<file path="config.mk">
export PLATFORM = sky130hd
export DESIGN_NAME = ntx_ctrl
export DESIGN_NICKNAME = d
export VERILOG_FILES = /design/src/hw/rtl/ntx_pkg.sv /design/src/hw/rtl/ntx_ctrl.sv
export SDC_FILE = /design/constraint.sdc
export NUM_CORES = 1
export LEC_CHECK = 0
export ABC_CLOCK_PERIOD_IN_PS = 1200
export BUFFER_PORTS_ARGS = -buffer_cell sky130_fd_sc_hd__buf_2
export CORE_AREA = 2 2 39 41
export DETAILED_ROUTE_END_ITERATION = 10
export DIE_AREA = 0 0 41 43
export GPL_ROUTABILITY_DRIVEN = 0
export PLACE_DENSITY_LB_ADDON = 0.1
export SYNTH_ARGS = -nofsm -noshare
export SYNTH_HDL_FRONTEND = slang
export SYNTH_SLANG_ARGS = --single-unit
export TNS_END_PERCENT = 5
</file>
<file path="constraint.sdc">
create_clock -name clk -period 1.2 [get_ports clk]
set_clock_uncertainty 0.15 [all_clocks]
set_input_delay 0.3 -clock clk [delete_from_list [all_inputs] [get_ports clk]]
set_output_delay 0.3 -clock clk [all_outputs]
set_load 0.03 [all_outputs]
</file>
<file path="src/hw/rtl/ntx_pkg.sv">
// Package for the aging neighbor table: action and status codes,
// controller states and the command/status structs. No dependencies.
`default_nettype none
package ntx_pkg;
  localparam int TableDepth = 32;
  localparam int IdxW = $clog2(TableDepth);
  localparam int CntW = $clog2(TableDepth + 1);
  localparam int TimeW = 48;
  localparam int EntryW = 32 + 32 + 32 + 4 + 1 + TimeW;

  typedef enum logic [2:0] {
    ACT_TICK = 3'd0, ACT_LOOKUP = 3'd1, ACT_LOOKUP_UP = 3'd2, ACT_ADD = 3'd3,
    ACT_DELETE = 3'd4, ACT_UPDATE = 3'd5, ACT_SET_FLAG = 3'd6, ACT_DEL_IFACE = 3'd7
  } action_t;

  typedef enum logic [2:0] {
    ST_OK = 3'd0, ST_NOT_FOUND = 3'd1, ST_DUPLICATE = 3'd2, ST_FULL = 3'd3,
    ST_DOWN = 3'd4
  } status_t;

  typedef enum logic [2:0] {
    S_IDLE, S_RD, S_CHK, S_WR, S_DONE
  } state_t;

  typedef struct packed {
    logic load;      // capture input item, clear scan results
    logic rd;        // read slot at scan index
    logic chk;       // evaluate the read slot
    logic step;      // advance scan index
    logic wr;        // finish operation, write memory, make result
  } ntx_cmd_t;

  typedef struct packed {
    logic last;      // scan index is on the final slot
    logic no_scan;   // captured action needs no walk
  } ntx_sts_t;
endpackage
`default_nettype wire

</file>
<file path="src/hw/rtl/ntx_ctrl.sv">
// Controller for the neighbor table: sequences the slot walk.
// Depends on ntx_pkg.
`default_nettype none
module ntx_ctrl import ntx_pkg::*; (
  input  wire logic     clk,
  input  wire logic     rst_n,
  input  wire logic     in_valid,
  output      logic     in_stall,
  input  wire logic     res_busy,
  input  wire ntx_sts_t sts,
  output      ntx_cmd_t cmd
);
  state_t state_r, state_nxt;

  always_ff @(posedge clk) begin
    if (!rst_n) state_r <= S_IDLE;
    else state_r <= state_nxt;
  end

  always_comb begin
    state_nxt = state_r;
    unique case (state_r)
      S_IDLE: if (in_valid) state_nxt = S_RD;
      S_RD: state_nxt = sts.no_scan ? S_WR : S_CHK;
      S_CHK: state_nxt = sts.last ? S_WR : S_RD;
      S_WR: if (!res_busy) state_nxt = S_IDLE;
      S_DONE: state_nxt = S_IDLE;
      default: state_nxt = S_IDLE;
    endcase
  end

  always_comb begin
    cmd = '0;
    in_stall = 1'b1;
    unique case (state_r)
      S_IDLE: begin
        in_stall = 1'b0;
        cmd.load = in_valid;
      end
      S_RD: cmd.rd = 1'b1;
      S_CHK: begin
        cmd.chk = 1'b1;
        cmd.step = 1'b1;
      end
      S_WR: cmd.wr = !res_busy;
      default: ;
    endcase
  end
endmodule
`default_nettype wire

</file>
==> flow_summary.toml <==
[layout]
nFillCells = 161
drive_gt1_share_pct = 81.82
regMostFlops = "state_r"
top_regs = "state_r (2)"
instances_no_fill = 49
finish.utilization_pct = 22.78
largest_register_ffs = 2
diodes = 0
fin_nets = 41
syn2layout_area_growth_pct = 129.1

[drt]
ant_nets = 0
drcViolationCount = 0
dr.pass1.iters = 2
drt-initial-drc-count = 3
vias = 161
wl_per_cell_microns = 7.918
via_per_inst = 3.286
wirelength_microns = 388

[timing]
max_slew_margin_pct = 87.36
max_freq_mhz = 685.7
holdWs_ns = 0.1603
setup_viol_count_final = 6
final_critical_path_setup_slack_ns = -0.2584
final_max_slew_viol_count = 0
final.min_clock_period_ns = 1.458
worst_pin_slew_ns = 0.1892
rsz0062_at_grt = "yes"
fin_crit_sh_pct = 121.5
hold_viol = 0

[pwr]
clkPwrFrac_pct = 38.5
power.leakage_nw = 0.1461
ir_drop_v = 0.0003166
seqPwrFrac_pct = 21.6
powerDensity_nw_per_um2 = 1201
power_switching_share_pct = 31.84
power_mw = 0.3787
comb_power_share_pct = 39.9
p_int_mw = 0.2581
p_sw_mw = 0.1206

[synth]
synth_enable_flop_cells = 0
ys_seq_area_share_pct = 29.09
yosysMostFrequentCell = "nor2_1"
synth_area_sq_um = 137.6
yosys_warnings = 0
ys_types = 12
synth_top_cell_area_share_pct = 29.09
yosysTopAreaCell = "dfxtp_1"
synth_area_per_cell_sq_um = 8.602
ys_ff_latch = 2
syn_inst = 16
ys_top_cells_by_area = "dfxtp_1 29%, nor2b_4 10%, a211oi_2 9.1%, nor3b_2 9.1%, nor2_1 8.2%"
syn_nets = 22
synthTopCellsByCount = "3 x nor2_1, 2 x dfxtp_1, 2 x inv_1"
ys.flop_type = "dfxtp_1"
postSynth.asyncResetShare_pct = 0

[grt]
antenna_found_initial = 0
grt_max_degree = 5
track_usage_pct = 6.907
grt_pass1_vias = 171
overflow = 0
grt_first_pass_wirelength_microns = 710

[setup_path]
startpoint = "state_r[0]"
reg2reg_from = "state_r[0]"
path_max_fanout = 4
critPathLaunchType = "flip-flop"
crit_required_ns = 0.75
path_class = "reg2out"
crit_path_end_kind = "primary output"
arrival_ns = 1.01

[die]
die_h_microns = 43
num_rows = 14
start_util_pct = 9.946
pin_count = 12
core_area_sq_um = 1384
die_x_microns = 41
dieArea_sq_um = 1763

[outcome]
violations = "setup timing"
outcome = "finished, violations left"

[cts]
cts_tree = "built"
numCtsBuffers = 3
clockRootBuffer = "clkbuf_4"
cts.htree.levels = 1
cts.sinks = 2
clkSlewWorstSetupHoldPaths_ns = 0.03
post_cts_buffers = 0
clkLatencyLatePin_ns = 0.22
cts_buffer_depth = 2

[place]
port_buffers = 11
placedCellCount = 46
dpl.hpwl_microns = 311.2

[job]
drv_cap = 0

[hold_path]
hold_path.class = "in2reg"
hp-start = "rst_n"
[cells in the final DEF (no fill, tap or decap), types with 2 or more instances in the layout]
master / netlist / final
buf_4: 1 / 3
inv_1: 2 / 2
dfxtp_2: 0 / 2
buf_2: 0 / 6
clkbuf_4: 0 / 3
nor2_4: 0 / 2
buf_6: 0 / 6
[path summary, 6_finish.rpt]
path | cells past startpoint | to | slack [ns]
worst min-delay path | 2 | state_r[1] | 0.16
worst max register to register | 4 | state_r[0] | 0.15
worst min register to register | 3 | state_r[1] | 0.49
worst max-delay path | 3 | cmd[4] | -0.26
[through the flow]
stage / setup TNS, ns / setup slack [ns] / cell area (sq um)
after floorplan: -0.1661 / -0.09688 / 158.9
after global placement: -0.2232 / -0.1012 / 252.7
after detailed placement: -0.2106 / -0.09786 / 252.7
after CTS: -1.320 / -0.2779 / 315.3
after global routing: -1.549 / -0.3098 / 315.3
final: -1.226 / -0.2584 / 315.3
[cell type report]
type / count / area (sq um) / share of cell area [%]
Timing Repair Buffer: 15 / 120.1 / 38.10
Sequential cell: 2 / 42.54 / 13.49
Multi-Input combinational cell: 11 / 102.6 / 32.54
Inverter: 2 / 7.507 / 2.381
Clock buffer: 3 / 22.52 / 7.143
Tap cell: 16 / 20.02 / 6.349
[cell families after synthesis]
family                 after synthesis  synth area share (%)
and+or+nand+nor                      9                 45.46
buffers and inverters                3                 10.91
DFF                                  2                 29.09
AOI/OAI and AO/OA                    2                 14.55
[critical path: stages (launching register included)]
cell,delay (ns)
dfxtp_2,0.32
or2_4,0.26
nor2_4,0.08
buf_6,0.13
[repair_timing]
action                                  in CTS  in global routing
pin swaps                                    3                  1
hold buffers                                 0                  0
endpoints found under the setup margin       6                  6
gates resized for setup                     12                  0
[power groups by stage]
stage	combinational [mW]	sequential, mW	clock [mW]
6_report	0.151	0.0818	0.146
5_1_grt	0.164	0.0828	0.170
4_1_cts	0.153	0.0821	0.159
3_5_place_dp	0.129	0.0825	0
3_3_place_gp	0.129	0.0831	0
2_1_floorplan	0.0900	0.0844	0
[routing by layer]
layer | vias to the layer above | wire length [microns] | global-route usage (%)
li1 | 86 | - | -
met1 | 70 | 111 | 6.051
met2 | 5 | 233 | 9.063
met3 | 0 | 42 | 4.712
met4 | 0 | 0 | 8.000
met5 | - | 0 | 0
(Power assumes the default switching activity.)
